`src/design/wpid_pkg.sv`:
```
package wpid_pkg;

  // window of error*step products
  localparam int unsigned WINDOW_LEN = 16;
  localparam int unsigned HEAD_W     = (WINDOW_LEN > 1) ? $clog2(WINDOW_LEN) : 1;

  localparam int unsigned ERR_W   = 16;
  localparam int unsigned STEP_W  = 16;
  localparam int unsigned GAIN_W  = 16;
  localparam int unsigned FRAC_W  = 16;
  localparam int unsigned DRIVE_W = 32;

  // signed error * unsigned step
  localparam int unsigned PROD_W = ERR_W + STEP_W + 1;
  localparam int unsigned AREA_W = PROD_W + 1 + $clog2(WINDOW_LEN);

  // bit-serial multiplier: multiplicand MC_W bits two's complement,
  // multiplier MB_W bits two's complement with a magnitude of MAG_W bits
  localparam int unsigned MC_W   = AREA_W;
  localparam int unsigned MB_W   = 17;
  localparam int unsigned MAG_W  = 16;
  localparam int unsigned MP_W   = MC_W + MAG_W;
  localparam int unsigned MCNT_W = $clog2(MAG_W);

  // derivative: |gain * difference| < 2^31, scaled by 2^16 before dividing
  localparam int unsigned GD_W   = 31;
  localparam int unsigned DIVD_W = GD_W + FRAC_W;
  localparam int unsigned DCNT_W = $clog2(DIVD_W);

  localparam int unsigned SUM_W = ((DIVD_W > MC_W) ? DIVD_W : MC_W) + 2;

  localparam int unsigned APB_ADDR_W = 4;
  localparam int unsigned APB_DATA_W = 32;

  localparam logic [DRIVE_W-1:0] DRIVE_MAX = {1'b0, {(DRIVE_W-1){1'b1}}};
  localparam logic [DRIVE_W-1:0] DRIVE_MIN = {1'b1, {(DRIVE_W-1){1'b0}}};

  typedef enum logic [1:0] {
    REG_PROP_GAIN  = 2'd0,
    REG_INTEG_GAIN = 2'd1,
    REG_DERIV_GAIN = 2'd2
  } reg_idx_e;

  typedef enum logic [2:0] {
    ST_IDLE,
    ST_MUL,
    ST_AREA,
    ST_LOAD,
    ST_DIV,
    ST_SUM_PI,
    ST_SUM_D,
    ST_DONE
  } state_e;

  typedef struct packed {
    logic signed [ERR_W-1:0] error_value;
    logic [STEP_W-1:0]       delta_time;
  } in_item_t;

  typedef struct packed {
    logic signed [DRIVE_W-1:0] drive_value;
    logic                      saturated;
    logic                      zero_step;
  } out_item_t;

endpackage

```
`src/design/wpid_ram.sv`:
```
module wpid_ram #(
  parameter int unsigned WIDTH = 32,
  parameter int unsigned DEPTH = 16
) (
  input  logic                     clk_i,
  input  logic                     we_i,
  input  logic [$clog2(DEPTH)-1:0] waddr_i,
  input  logic [WIDTH-1:0]         wdata_i,
  input  logic [$clog2(DEPTH)-1:0] raddr_i,
  output logic [WIDTH-1:0]         rdata_o
);

  logic [WIDTH-1:0] mem_q [DEPTH];
  logic [WIDTH-1:0] rdata_q;

  always_ff @(posedge clk_i) begin
    if (we_i) begin
      mem_q[waddr_i] <= wdata_i;
    end
    rdata_q <= mem_q[raddr_i];
  end

  assign rdata_o = rdata_q;

endmodule

```
`src/design/wpid_smul.sv`:
```
module wpid_smul (
  input  logic                      clk_i,
  input  logic                      rst_ni,
  input  logic                      start_i,
  input  logic [wpid_pkg::MC_W-1:0] a_i,
  input  logic [wpid_pkg::MB_W-1:0] b_i,
  output logic                      busy_o,
  output logic [wpid_pkg::MP_W-1:0] mag_o,
  output logic                      neg_o
);

  logic [wpid_pkg::MC_W-1:0]   a_abs;
  logic [wpid_pkg::MB_W-1:0]   b_abs;
  logic [wpid_pkg::MC_W-1:0]   a_q;
  logic [wpid_pkg::MAG_W-1:0]  b_q, b_d;
  logic [wpid_pkg::MC_W-1:0]   hi_q, hi_d;
  logic [wpid_pkg::MAG_W-1:0]  lo_q, lo_d;
  logic                        neg_q;
  logic [wpid_pkg::MC_W:0]     acc_sum;
  logic [wpid_pkg::MCNT_W-1:0] cnt_q, cnt_d;
  logic                        busy_q, busy_d;

  assign a_abs = a_i[wpid_pkg::MC_W-1] ? (~a_i + wpid_pkg::MC_W'(1)) : a_i;
  assign b_abs = b_i[wpid_pkg::MB_W-1] ? (~b_i + wpid_pkg::MB_W'(1)) : b_i;

  // add the multiplicand into the upper half, then shift one bit down
  assign acc_sum = {1'b0, hi_q} + (b_q[0] ? {1'b0, a_q} : '0);

  always_comb begin
    hi_d   = hi_q;
    lo_d   = lo_q;
    b_d    = b_q;
    cnt_d  = cnt_q;
    busy_d = busy_q;
    if (start_i) begin
      hi_d   = '0;
      lo_d   = '0;
      b_d    = b_abs[wpid_pkg::MAG_W-1:0];
      cnt_d  = '0;
      busy_d = 1'b1;
    end else if (busy_q) begin
      hi_d  = acc_sum[wpid_pkg::MC_W:1];
      lo_d  = {acc_sum[0], lo_q[wpid_pkg::MAG_W-1:1]};
      b_d   = b_q >> 1;
      cnt_d = cnt_q + wpid_pkg::MCNT_W'(1);
      if (cnt_q == wpid_pkg::MCNT_W'(wpid_pkg::MAG_W - 1)) begin
        busy_d = 1'b0;
      end
    end
  end

  always_ff @(posedge clk_i or negedge rst_ni) begin
    if (!rst_ni) begin
      busy_q <= 1'b0;
      cnt_q  <= '0;
    end else begin
      busy_q <= busy_d;
      cnt_q  <= cnt_d;
    end
  end

  always_ff @(posedge clk_i) begin
    if (start_i) begin
      a_q   <= a_abs;
      neg_q <= a_i[wpid_pkg::MC_W-1] ^ b_i[wpid_pkg::MB_W-1];
    end
    hi_q <= hi_d;
    lo_q <= lo_d;
    b_q  <= b_d;
  end

  assign busy_o = busy_q;
  assign mag_o  = {hi_q, lo_q};
  assign neg_o  = neg_q;

endmodule

```
`src/design/wpid_sdiv.sv`:
```
module wpid_sdiv (
  input  logic                        clk_i,
  input  logic                        rst_ni,
  input  logic                        start_i,
  input  logic [wpid_pkg::DIVD_W-1:0] dividend_i,
  input  logic [wpid_pkg::STEP_W-1:0] divisor_i,
  output logic                        busy_o,
  output logic [wpid_pkg::DIVD_W-1:0] quot_o
);

  logic [wpid_pkg::DIVD_W-1:0] q_q, q_d;
  logic [wpid_pkg::STEP_W-1:0] rem_q, rem_d;
  logic [wpid_pkg::STEP_W-1:0] d_q;
  logic [wpid_pkg::STEP_W:0]   trial, trial_sub;
  logic                        fits;
  logic [wpid_pkg::DCNT_W-1:0] cnt_q, cnt_d;
  logic                        busy_q, busy_d;

  // restoring division, one quotient bit per cycle, MSB first
  assign trial     = {rem_q, q_q[wpid_pkg::DIVD_W-1]};
  assign fits      = trial >= {1'b0, d_q};
  assign trial_sub = trial - {1'b0, d_q};

  always_comb begin
    q_d    = q_q;
    rem_d  = rem_q;
    cnt_d  = cnt_q;
    busy_d = busy_q;
    if (start_i) begin
      q_d    = dividend_i;
      rem_d  = '0;
      cnt_d  = '0;
      busy_d = 1'b1;
    end else if (busy_q) begin
      rem_d = fits ? trial_sub[wpid_pkg::STEP_W-1:0] : trial[wpid_pkg::STEP_W-1:0];
      q_d   = {q_q[wpid_pkg::DIVD_W-2:0], fits};
      cnt_d = cnt_q + wpid_pkg::DCNT_W'(1);
      if (cnt_q == wpid_pkg::DCNT_W'(wpid_pkg::DIVD_W - 1)) begin
        busy_d = 1'b0;
      end
    end
  end

  always_ff @(posedge clk_i or negedge rst_ni) begin
    if (!rst_ni) begin
      busy_q <= 1'b0;
      cnt_q  <= '0;
    end else begin
      busy_q <= busy_d;
      cnt_q  <= cnt_d;
    end
  end

  always_ff @(posedge clk_i) begin
    if (start_i) begin
      d_q <= divisor_i;
    end
    q_q   <= q_d;
    rem_q <= rem_d;
  end

  assign busy_o = busy_q;
  assign quot_o = q_q;

endmodule

```
`src/design/windowed_pid_controller.sv`:
```
// PID controller with a windowed integral. Each input beat (error sample, time step) gives
// one output beat: P + I + D in signed Q16.16, saturated to 32 bits, with flags for clipping
// and for a zero time step (D forced to 0). The integral is the exact sum of error*step over
// the last WINDOW_LEN samples, kept as products in a small RAM with one valid bit per entry,
// so the window reads as zeros after reset without any clearing pass. An item is accepted
// only in the idle state, so a new beat is not taken until the last result sits in the
// output register. Each item runs the three bit-serial multipliers side by side (error*step,
// P gain, D gain times the error difference), then the bit-serial derivative divider, one
// quotient bit per cycle, which overlaps the integral multiply, then sequencing and summing.
// A zero time step skips the divider. The output register lets the next item start while a
// result waits to be taken; if that result is still waiting when the next one is ready, the
// sequencer holds until the output is taken. The user must write gains over the APB port
// only while the block is idle; the block itself does not enforce this. A controller reset
// is the block reset.
module windowed_pid_controller (
  input  logic                                clk_i,
  input  logic                                rst_ni,
  input  logic                                in_valid_i,
  output logic                                in_ready_o,
  input  wpid_pkg::in_item_t                  in_data_i,
  output logic                                out_valid_o,
  input  logic                                out_ready_i,
  output wpid_pkg::out_item_t                 out_data_o,
  input  logic                                psel,
  input  logic                                penable,
  input  logic                                pwrite,
  input  logic [wpid_pkg::APB_ADDR_W-1:0]     paddr,
  input  logic [wpid_pkg::APB_DATA_W-1:0]     pwdata,
  output logic [wpid_pkg::APB_DATA_W-1:0]     prdata,
  output logic                                pready
);

  // configuration
  logic [wpid_pkg::GAIN_W-1:0] prop_q, integ_q, deriv_q;
  logic                        cfg_wr;
  wpid_pkg::reg_idx_e          cfg_idx;

  // sequencer
  wpid_pkg::state_e state_q, state_d;
  logic in_ready, mul_start, area_upd, load_start, sum_pi, sum_d, out_load;
  logic in_fire;

  // window state
  logic [wpid_pkg::HEAD_W-1:0]     head_q, slot;
  logic [wpid_pkg::WINDOW_LEN-1:0] win_valid_q;
  logic [wpid_pkg::AREA_W-1:0]     area_q;
  logic [wpid_pkg::ERR_W-1:0]      prev_err_q;
  logic [wpid_pkg::STEP_W-1:0]     step_q;
  logic [wpid_pkg::PROD_W-1:0]     ram_rdata, evict, prod;
  logic [wpid_pkg::PROD_W-2:0]     prod_mag;

  // arithmetic units
  logic [wpid_pkg::MC_W-1:0] a0, a1, a2;
  logic [wpid_pkg::MB_W-1:0] b0, b1, b2;
  logic [2:0]                mul_busy;
  logic [wpid_pkg::MP_W-1:0] mag0, mag1, mag2;
  logic [2:0]                mul_neg;
  logic                      div_start, div_busy;
  logic [wpid_pkg::DIVD_W-1:0] quot;
  logic [wpid_pkg::ERR_W:0]    diff_in;

  // terms and sum
  logic [wpid_pkg::DRIVE_W-1:0] p_q;
  logic [wpid_pkg::DRIVE_W-2:0] p_mag;
  logic [wpid_pkg::SUM_W-1:0]   sum_q, i_ext, i_term, d_ext, d_term;
  logic                         zero_step;
  logic [wpid_pkg::SUM_W-wpid_pkg::DRIVE_W:0] sum_hi;
  logic                         sum_fits;

  // output register
  wpid_pkg::out_item_t out_q;
  logic                out_valid_q;

  //--------------------------------------------------------------------------
  // APB configuration port
  //--------------------------------------------------------------------------
  assign pready  = 1'b1;
  assign cfg_wr  = psel & penable & pwrite;
  assign cfg_idx = wpid_pkg::reg_idx_e'(paddr[3:2]);

  always_ff @(posedge clk_i or negedge rst_ni) begin
    if (!rst_ni) begin
      prop_q  <= '0;
      integ_q <= '0;
      deriv_q <= '0;
    end else if (cfg_wr) begin
      unique case (cfg_idx)
        wpid_pkg::REG_PROP_GAIN:  prop_q  <= pwdata[wpid_pkg::GAIN_W-1:0];
        wpid_pkg::REG_INTEG_GAIN: integ_q <= pwdata[wpid_pkg::GAIN_W-1:0];
        wpid_pkg::REG_DERIV_GAIN: deriv_q <= pwdata[wpid_pkg::GAIN_W-1:0];
        default: ;
      endcase
    end
  end

  always_comb begin
    unique case (cfg_idx)
      wpid_pkg::REG_PROP_GAIN:
        prdata = {{(wpid_pkg::APB_DATA_W-wpid_pkg::GAIN_W){prop_q[wpid_pkg::GAIN_W-1]}}, prop_q};
      wpid_pkg::REG_INTEG_GAIN:
        prdata = {{(wpid_pkg::APB_DATA_W-wpid_pkg::GAIN_W){integ_q[wpid_pkg::GAIN_W-1]}},
                  integ_q};
      wpid_pkg::REG_DERIV_GAIN:
        prdata = {{(wpid_pkg::APB_DATA_W-wpid_pkg::GAIN_W){deriv_q[wpid_pkg::GAIN_W-1]}},
                  deriv_q};
      default:
        prdata = '0;
    endcase
  end

  //--------------------------------------------------------------------------
  // Sequencer
  //--------------------------------------------------------------------------
  always_comb begin
    state_d = state_q;
    unique case (state_q)
      wpid_pkg::ST_IDLE:   if (in_valid_i) state_d = wpid_pkg::ST_MUL;
      wpid_pkg::ST_MUL:    if (mul_busy == 3'b000) state_d = wpid_pkg::ST_AREA;
      wpid_pkg::ST_AREA:   state_d = wpid_pkg::ST_LOAD;
      wpid_pkg::ST_LOAD:   state_d = wpid_pkg::ST_DIV;
      wpid_pkg::ST_DIV:    if (!mul_busy[0] && !div_busy) state_d = wpid_pkg::ST_SUM_PI;
      wpid_pkg::ST_SUM_PI: state_d = wpid_pkg::ST_SUM_D;
      wpid_pkg::ST_SUM_D:  state_d = wpid_pkg::ST_DONE;
      wpid_pkg::ST_DONE:   if (!out_valid_q || out_ready_i) state_d = wpid_pkg::ST_IDLE;
      default:             state_d = wpid_pkg::ST_IDLE;
    endcase
  end

  always_comb begin
    in_ready   = 1'b0;
    area_upd   = 1'b0;
    load_start = 1'b0;
    sum_pi     = 1'b0;
    sum_d      = 1'b0;
    out_load   = 1'b0;
    unique case (state_q)
      wpid_pkg::ST_IDLE:   in_ready   = 1'b1;
      wpid_pkg::ST_AREA:   area_upd   = 1'b1;
      wpid_pkg::ST_LOAD:   load_start = 1'b1;
      wpid_pkg::ST_SUM_PI: sum_pi     = 1'b1;
      wpid_pkg::ST_SUM_D:  sum_d      = 1'b1;
      wpid_pkg::ST_DONE:   out_load   = !out_valid_q || out_ready_i;
      default: ;
    endcase
  end

  assign in_fire   = in_valid_i & in_ready;
  assign mul_start = in_fire;
  assign div_start = load_start & ~zero_step;

  always_ff @(posedge clk_i or negedge rst_ni) begin
    if (!rst_ni) begin
      state_q <= wpid_pkg::ST_IDLE;
    end else begin
      state_q <= state_d;
    end
  end

  //--------------------------------------------------------------------------
  // Multipliers and divider
  //--------------------------------------------------------------------------
  assign diff_in = {in_data_i.error_value[wpid_pkg::ERR_W-1], in_data_i.error_value}
                 - {prev_err_q[wpid_pkg::ERR_W-1], prev_err_q};

  // unit 0 forms error*step first, then integ_gain * area
  assign a0 = load_start ? area_q
            : {{(wpid_pkg::MC_W-wpid_pkg::ERR_W){in_data_i.error_value[wpid_pkg::ERR_W-1]}},
               in_data_i.error_value};
  assign b0 = load_start
            ? {{(wpid_pkg::MB_W-wpid_pkg::GAIN_W){integ_q[wpid_pkg::GAIN_W-1]}}, integ_q}
            : {{(wpid_pkg::MB_W-wpid_pkg::STEP_W){1'b0}}, in_data_i.delta_time};

  assign a1 = {{(wpid_pkg::MC_W-wpid_pkg::ERR_W){in_data_i.error_value[wpid_pkg::ERR_W-1]}},
               in_data_i.error_value};
  assign b1 = {{(wpid_pkg::MB_W-wpid_pkg::GAIN_W){prop_q[wpid_pkg::GAIN_W-1]}}, prop_q};

  assign a2 = {{(wpid_pkg::MC_W-wpid_pkg::ERR_W-1){diff_in[wpid_pkg::ERR_W]}}, diff_in};
  assign b2 = {{(wpid_pkg::MB_W-wpid_pkg::GAIN_W){deriv_q[wpid_pkg::GAIN_W-1]}}, deriv_q};

  wpid_smul u_mul_area (
    .clk_i   (clk_i),
    .rst_ni  (rst_ni),
    .start_i (mul_start | load_start),
    .a_i     (a0),
    .b_i     (b0),
    .busy_o  (mul_busy[0]),
    .mag_o   (mag0),
    .neg_o   (mul_neg[0])
  );

  wpid_smul u_mul_prop (
    .clk_i   (clk_i),
    .rst_ni  (rst_ni),
    .start_i (mul_start),
    .a_i     (a1),
    .b_i     (b1),
    .busy_o  (mul_busy[1]),
    .mag_o   (mag1),
    .neg_o   (mul_neg[1])
  );

  wpid_smul u_mul_deriv (
    .clk_i   (clk_i),
    .rst_ni  (rst_ni),
    .start_i (mul_start),
    .a_i     (a2),
    .b_i     (b2),
    .busy_o  (mul_busy[2]),
    .mag_o   (mag2),
    .neg_o   (mul_neg[2])
  );

  wpid_sdiv u_div (
    .clk_i      (clk_i),
    .rst_ni     (rst_ni),
    .start_i    (div_start),
    .dividend_i ({mag2[wpid_pkg::GD_W-1:0], {wpid_pkg::FRAC_W{1'b0}}}),
    .divisor_i  (step_q),
    .busy_o     (div_busy),
    .quot_o     (quot)
  );

  //--------------------------------------------------------------------------
  // Window update
  //--------------------------------------------------------------------------
  assign slot = (head_q == wpid_pkg::HEAD_W'(wpid_pkg::WINDOW_LEN - 1))
              ? '0 : head_q + wpid_pkg::HEAD_W'(1);

  assign prod_mag = mag0[wpid_pkg::PROD_W-2:0];
  assign prod     = mul_neg[0] ? (~{1'b0, prod_mag} + wpid_pkg::PROD_W'(1)) : {1'b0, prod_mag};
  // an entry never written reads as zero
  assign evict    = win_valid_q[slot] ? ram_rdata : '0;

  wpid_ram #(
    .WIDTH (wpid_pkg::PROD_W),
    .DEPTH (wpid_pkg::WINDOW_LEN)
  ) u_window (
    .clk_i   (clk_i),
    .we_i    (area_upd),
    .waddr_i (slot),
    .wdata_i (prod),
    .raddr_i (slot),
    .rdata_o (ram_rdata)
  );

  always_ff @(posedge clk_i or negedge rst_ni) begin
    if (!rst_ni) begin
      head_q      <= '0;
      win_valid_q <= '0;
      area_q      <= '0;
      prev_err_q  <= '0;
    end else begin
      if (in_fire) begin
        prev_err_q <= in_data_i.error_value;
      end
      if (area_upd) begin
        head_q            <= slot;
        win_valid_q[slot] <= 1'b1;
        area_q <= area_q
                - {{(wpid_pkg::AREA_W-wpid_pkg::PROD_W){evict[wpid_pkg::PROD_W-1]}}, evict}
                + {{(wpid_pkg::AREA_W-wpid_pkg::PROD_W){prod[wpid_pkg::PROD_W-1]}}, prod};
      end
    end
  end

  //--------------------------------------------------------------------------
  // Terms and saturated sum
  //--------------------------------------------------------------------------
  assign zero_step = (step_q == '0);

  assign p_mag  = mag1[wpid_pkg::DRIVE_W-2:0];
  // truncate toward zero: shift the magnitude, then apply the sign
  assign i_ext  = wpid_pkg::SUM_W'(mag0[wpid_pkg::MP_W-1:wpid_pkg::FRAC_W]);
  assign i_term = mul_neg[0] ? (~i_ext + wpid_pkg::SUM_W'(1)) : i_ext;
  assign d_ext  = wpid_pkg::SUM_W'(quot);
  assign d_term = zero_step ? '0 : (mul_neg[2] ? (~d_ext + wpid_pkg::SUM_W'(1)) : d_ext);

  assign sum_hi   = sum_q[wpid_pkg::SUM_W-1:wpid_pkg::DRIVE_W-1];
  assign sum_fits = (&sum_hi) | ~(|sum_hi);

  always_ff @(posedge clk_i) begin
    if (in_fire) begin
      step_q <= in_data_i.delta_time;
    end
    if (area_upd) begin
      p_q <= mul_neg[1] ? (~{1'b0, p_mag} + wpid_pkg::DRIVE_W'(1)) : {1'b0, p_mag};
    end
    if (sum_pi) begin
      sum_q <= {{(wpid_pkg::SUM_W-wpid_pkg::DRIVE_W){p_q[wpid_pkg::DRIVE_W-1]}}, p_q} + i_term;
    end else if (sum_d) begin
      sum_q <= sum_q + d_term;
    end
    if (out_load) begin
      out_q.drive_value <= sum_fits ? sum_q[wpid_pkg::DRIVE_W-1:0]
                         : (sum_q[wpid_pkg::SUM_W-1] ? wpid_pkg::DRIVE_MIN : wpid_pkg::DRIVE_MAX);
      out_q.saturated   <= ~sum_fits;
      out_q.zero_step   <= zero_step;
    end
  end

  always_ff @(posedge clk_i or negedge rst_ni) begin
    if (!rst_ni) begin
      out_valid_q <= 1'b0;
    end else if (out_load) begin
      out_valid_q <= 1'b1;
    end else if (out_ready_i) begin
      out_valid_q <= 1'b0;
    end
  end

  assign in_ready_o  = in_ready;
  assign out_valid_o = out_valid_q;
  assign out_data_o  = out_q;

`ifndef SYNTHESIS
  // a new beat must find every serial unit at rest
  assert property (@(posedge clk_i) disable iff (!rst_ni)
    in_valid_i && in_ready_o |-> mul_busy == 3'b000 && !div_busy)
    else $error("input beat accepted while an arithmetic unit is busy");

  // the divider never runs on a zero step
  assert property (@(posedge clk_i) disable iff (!rst_ni)
    div_start |-> step_q != '0)
    else $error("divider started with a zero divisor");

  // a finished result reaches an empty output register on the next edge
  assert property (@(posedge clk_i) disable iff (!rst_ni)
    state_q == wpid_pkg::ST_DONE && !out_valid_q |=> out_valid_q)
    else $error("result not moved into the output register");

  // the window is written only once the multipliers have settled
  assert property (@(posedge clk_i) disable iff (!rst_ni)
    area_upd |-> mul_busy == 3'b000)
    else $error("window written while a product is still forming");
`endif

endmodule
```
`config.mk`:
```
export PLATFORM = sky130hd
export DESIGN_NAME = windowed_pid_controller
export DESIGN_NICKNAME = d
export VERILOG_FILES = /design/src/design/wpid_pkg.sv /design/src/design/wpid_ram.sv /design/src/design/wpid_smul.sv /design/src/design/wpid_sdiv.sv /design/src/design/windowed_pid_controller.sv
export SDC_FILE = /design/constraint.sdc
export NUM_CORES = 2
export LEC_CHECK = 0
export BUFFER_PORTS_ARGS = -buffer_cell sky130_fd_sc_hd__buf_2
export CAP_MARGIN = 40
export CORE_UTILIZATION = 60
export DETAILED_ROUTE_END_ITERATION = 16
export PLACE_DENSITY = 0.83
export SLEW_MARGIN = 20
export SYNTH_ARGS = -nofsm -noshare
export SYNTH_HDL_FRONTEND = slang
export SYNTH_SLANG_ARGS = --single-unit
```
`constraint.sdc`:
```
create_clock -name clk_i -period 13.18 [get_ports clk_i]
set_clock_uncertainty 0.1 [all_clocks]
set_input_delay 0.659 -clock clk_i [delete_from_list [all_inputs] [get_ports clk_i]]
set_output_delay 0.659 -clock clk_i [all_outputs]
set_load 0.01 [all_outputs]
```
==> summary.md <==
| Metric | Value |
|---|---|
| Netlist cell types | `85` |
| FP Rows | `123` |
| Main synth FF type | `edfxtp_1` |
| Commonest cells post-synth | `edfxtp_1 (871), nor2_1 (499), nand2_1 (490)` |
| Global-route wire length before repair | `between 200 and 300 mm` |
| Worst reg2reg path depth | `18` |
| Dpl ws | `6.48 ns` |
| Asr flop ratio synth | `11.9%` |
| Reg2reg start | `u_mul_area.lo_q[2]` |
| Mapped cell area | `0.0682 mm2` |
| Synth Instances | `6083` |
| Max-cap violations | `0` |
| Multi-input logic area | `0.0319 mm2` |
| Fin nets | `6620` |
| WL/cell | `around 22 um` |
| Number of synthesized flops with an enable pin | `871` |
| Worst-Margin Slew | `0.937 ns` |
| Clk Latency, worst-skew pair | `0.79 ns` |
| Slowest cell on the critical path | `xnor2_1` |
| Setup crit end | `area_q[37]` |
| Crit path setup slack, layout | `roughly 6.6 ns` |
| Most common cell in the netlist | `edfxtp_1` |
| Hold WS | `0.0406 ns` |
| CTS Buf Count | `133` |
| Critical path arrival | `7.15 ns` |
| Worst Setup SP | `u_mul_area.lo_q[2]` |
| Initial Util | `60.6%` |
| Worst-path maximum fanout | `9` |
| Final Cell Area | `between 0.07 and 0.08 mm2` |
| Mapped Avg Cell Area | `about 11 um2` |
| Buffer count from post-CTS setup fixing | `0` |
| Worst setup SP type | `register` |
| Synth area leaders | `edfxtp_1 (38%), dfxtp_1 (6.7%), mux4_2 (5.6%)` |
| Die Height | `339 um` |
| Initial antenna violation count | `1` |
| Register area share after synthesis | `50.4%` |
| Worst Hold Class | `input pin to register` |
| Fin util | `roughly 67%` |
| Cell accounting for the most synthesized area | `edfxtp_1` |
| CTS sink count | `1246` |
| Largest net degree at the start of global routing | `143` |
| Worst reg2reg endpoint | `area_q[37]` |
| Pre-antenna DRT Iters | `6` |
| FF-to-FF setup slack | `6.55 ns` |
| Gpl congestion | `0.936` |
| Die width | `339 um` |
| Met3 WL | `11.8 mm` |
| Top-area cell type share of the netlist area | `38.3%` |
| I/O pin cnt | `144` |
| Worst stage delay on the critical path | `0.66 ns` |
| FILL cells | `between 7000 and 8000` |
| GRT Resource Usage Total | `30.1%` |
| Post-DP HPWL | `116 mm` |
| Total number of vias | `~48000` |
| RSZ-0062 raised after global routing | `no` |
| Post-route DRC | `0` |
| CTS H-Tree Depth | `4` |
| Hold Fails Final Rpt | `0` |
| Vias in the first global route | `47400` |
| Storage cell area | `approximately 0.034 mm2` |
| Worst vdd rail ir drop | `0.152 mV` |
| Crit Path Class | `register to register` |
| YS warnings | `0` |
| Status | `finished clean` |
| Max Slew Vio Count | `0` |
| Die ar. | `0.115 mm2` |
| GR Overflow Total | `0` |
| Cell Pwr Density | `149 mW/mm2` |
| Total Neg Setup Slack | `0 ns` |
| Placement Cell Area | `0.0708 mm2` |
| Worst EP required | `13.70 ns` |
| Pleak | `29.5 nW` |
| Root Buffer | `clkbuf_16` |
| Final setup fails | `0` |
| Clock buffer depth | `3` |
| Critical path, cell by cell | `or4_1, nor4_1, a41o_1, nand2_1, xnor2_1, fa_1, inv_1, ha_1, a21oi_1, o21ai_0, a2111oi_0, o31ai_1, a31oi_1, a21oi_1, nor3_1, nor3_1, a311o_1, or4b_1` |
| Crit share post-route | `50.3%` |
| Port Buffers | `about 120` |
| M1 wire length | `66.8 mm` |
| Share of post-route cells with drive strength above 1 | `11.8%` |
| CP Capture Type | `register` |
| Final wirelength | `174 mm` |
| Worst-path clk slew | `0.06 ns` |
| Synth Register Bits | `1246` |
| Minimum clock period | `6.63 ns` |
| Slew margin rel. | `36.9%` |
| TritonCTS clock tree | `yes` |
| Met2 WL | `87.1 mm` |
| Vias per cell | `approximately 6.2` |
| Peak Freq | `151 MHz` |
| ANT nets after route | `0` |
| Initial detailed-routing violation count | `between 4000 and 5000` |
| Max layer used | `met4` |
| Layout area overhead | `10.7%` |
| Placeable Area | `0.113 mm2` |
## cells in the final DEF (no fill, tap or decap), types with 135 or more instances in the layout
cell type,instances
ha_1,302
nor2_1,481
and2_1,160
o21ai_0,370
mux2i_1,189
a21o_1,163
mux4_2,169
dfxtp_1,227
clkbuf_16,135
dfrtp_1,144
inv_1,293
nand2_1,488
edfxtp_1,871
a21oi_1,331
xnor2_1,285
xor2_1,205
## critical path, delay by kind of cell (launching register included)
kind	cells	cell delay [ns]
adders and majority gates	2	0.87
buffers and inverters	1	0.07
AOI/OAI and AO/OA	8	2.33
DFF	1	0.37
xor gates and xnor gates	1	0.66
and+or+nand+nor	6	2.06
## logic make-up (layout without fill, tap and decap cells)
| kind of cell | Yosys count | in the layout | share of synthesized area, % |
|---|---|---|---|
| and+or+nand+nor | 1711 | 1711 | 11.9 |
| AOI/OAI and AO/OA | 1292 | 1292 | 11.9 |
| DFF | 1246 | 1246 | 50.4 |
| buffers and inverters | 582 | 770 | 3.32 |
| xor gates and xnor gates | 493 | 493 | 6.33 |
| muxes | 410 | 410 | 9.21 |
| adders and majority gates | 347 | 347 | 6.85 |
| other | 2 | 41 | 0.0110 |
## repair_timing
item	4_1_cts	5_1_grt
gates resized for setup	0	0
hold buffers	2	0
hold endpoints to repair	27	0
## area by class of cell
class,count,share of cell area (%)
Sequential cell,1246,45.6
Multi-Input combinational cell,4293,42.3
Clock buffer,173,4.80
Tap cell,1500,2.49
Timing Repair Buffer,225,2.24
Inverter,299,1.50
Clock inverter,73,1.11
Antenna cell,1,0.00332
## flip-flops by register name (all words and copies together) (netlist names), 32 cells and up
register and cells:
u_div.quot_o 47, u_mul_deriv.a_q 38, sum_q 49, u_window.mem_q 528, out_data_o 34, p_q 32, u_mul_prop.hi_q 38, u_mul_area.a_q 38
u_mul_deriv.hi_q 38, area_q 38, u_window.rdata_o 33, u_mul_area.hi_q 38, u_mul_prop.a_q 38
## worst min-delay path by stage
stage	slack, ns	startpoint	endpoint	cells past startpoint
after global placement	0.33	step_q[4]	u_div.d_q[4]	0
after CTS	0.0005	in_data_i[13]	step_q[13]	1
after detailed placement	0.34	step_q[15]	u_div.d_q[15]	0
after global routing	0.02	in_data_i[14]	step_q[14]	1
final	0.04	in_data_i[13]	step_q[13]	1
after floorplan	0.26	rst_ni	area_q[0]	0
## per-layer routing
metal	vias up	track usage (%)
met4	0	13.9
li1	22400	-
met3	479	4.52
met5	-	0
met1	23300	37.0
met2	1983	52.3
## power breakdown
group	total, mW	internal, mW	switching (mW)
clock	3.83	2.19	1.64
sequential	4.73	4.52	0.210
combinational	2.65	1.01	1.64
## stage by stage
stage	power, mW	instances
6_report	11.2	7810
5_1_grt	11.7	7809
4_1_cts	11.2	7799
3_5_place_dp	7.36	7551
3_3_place_gp	7.26	7520
2_1_floorplan	6.65	6121
No activity file was read; power rests on OpenSTA's default activity.
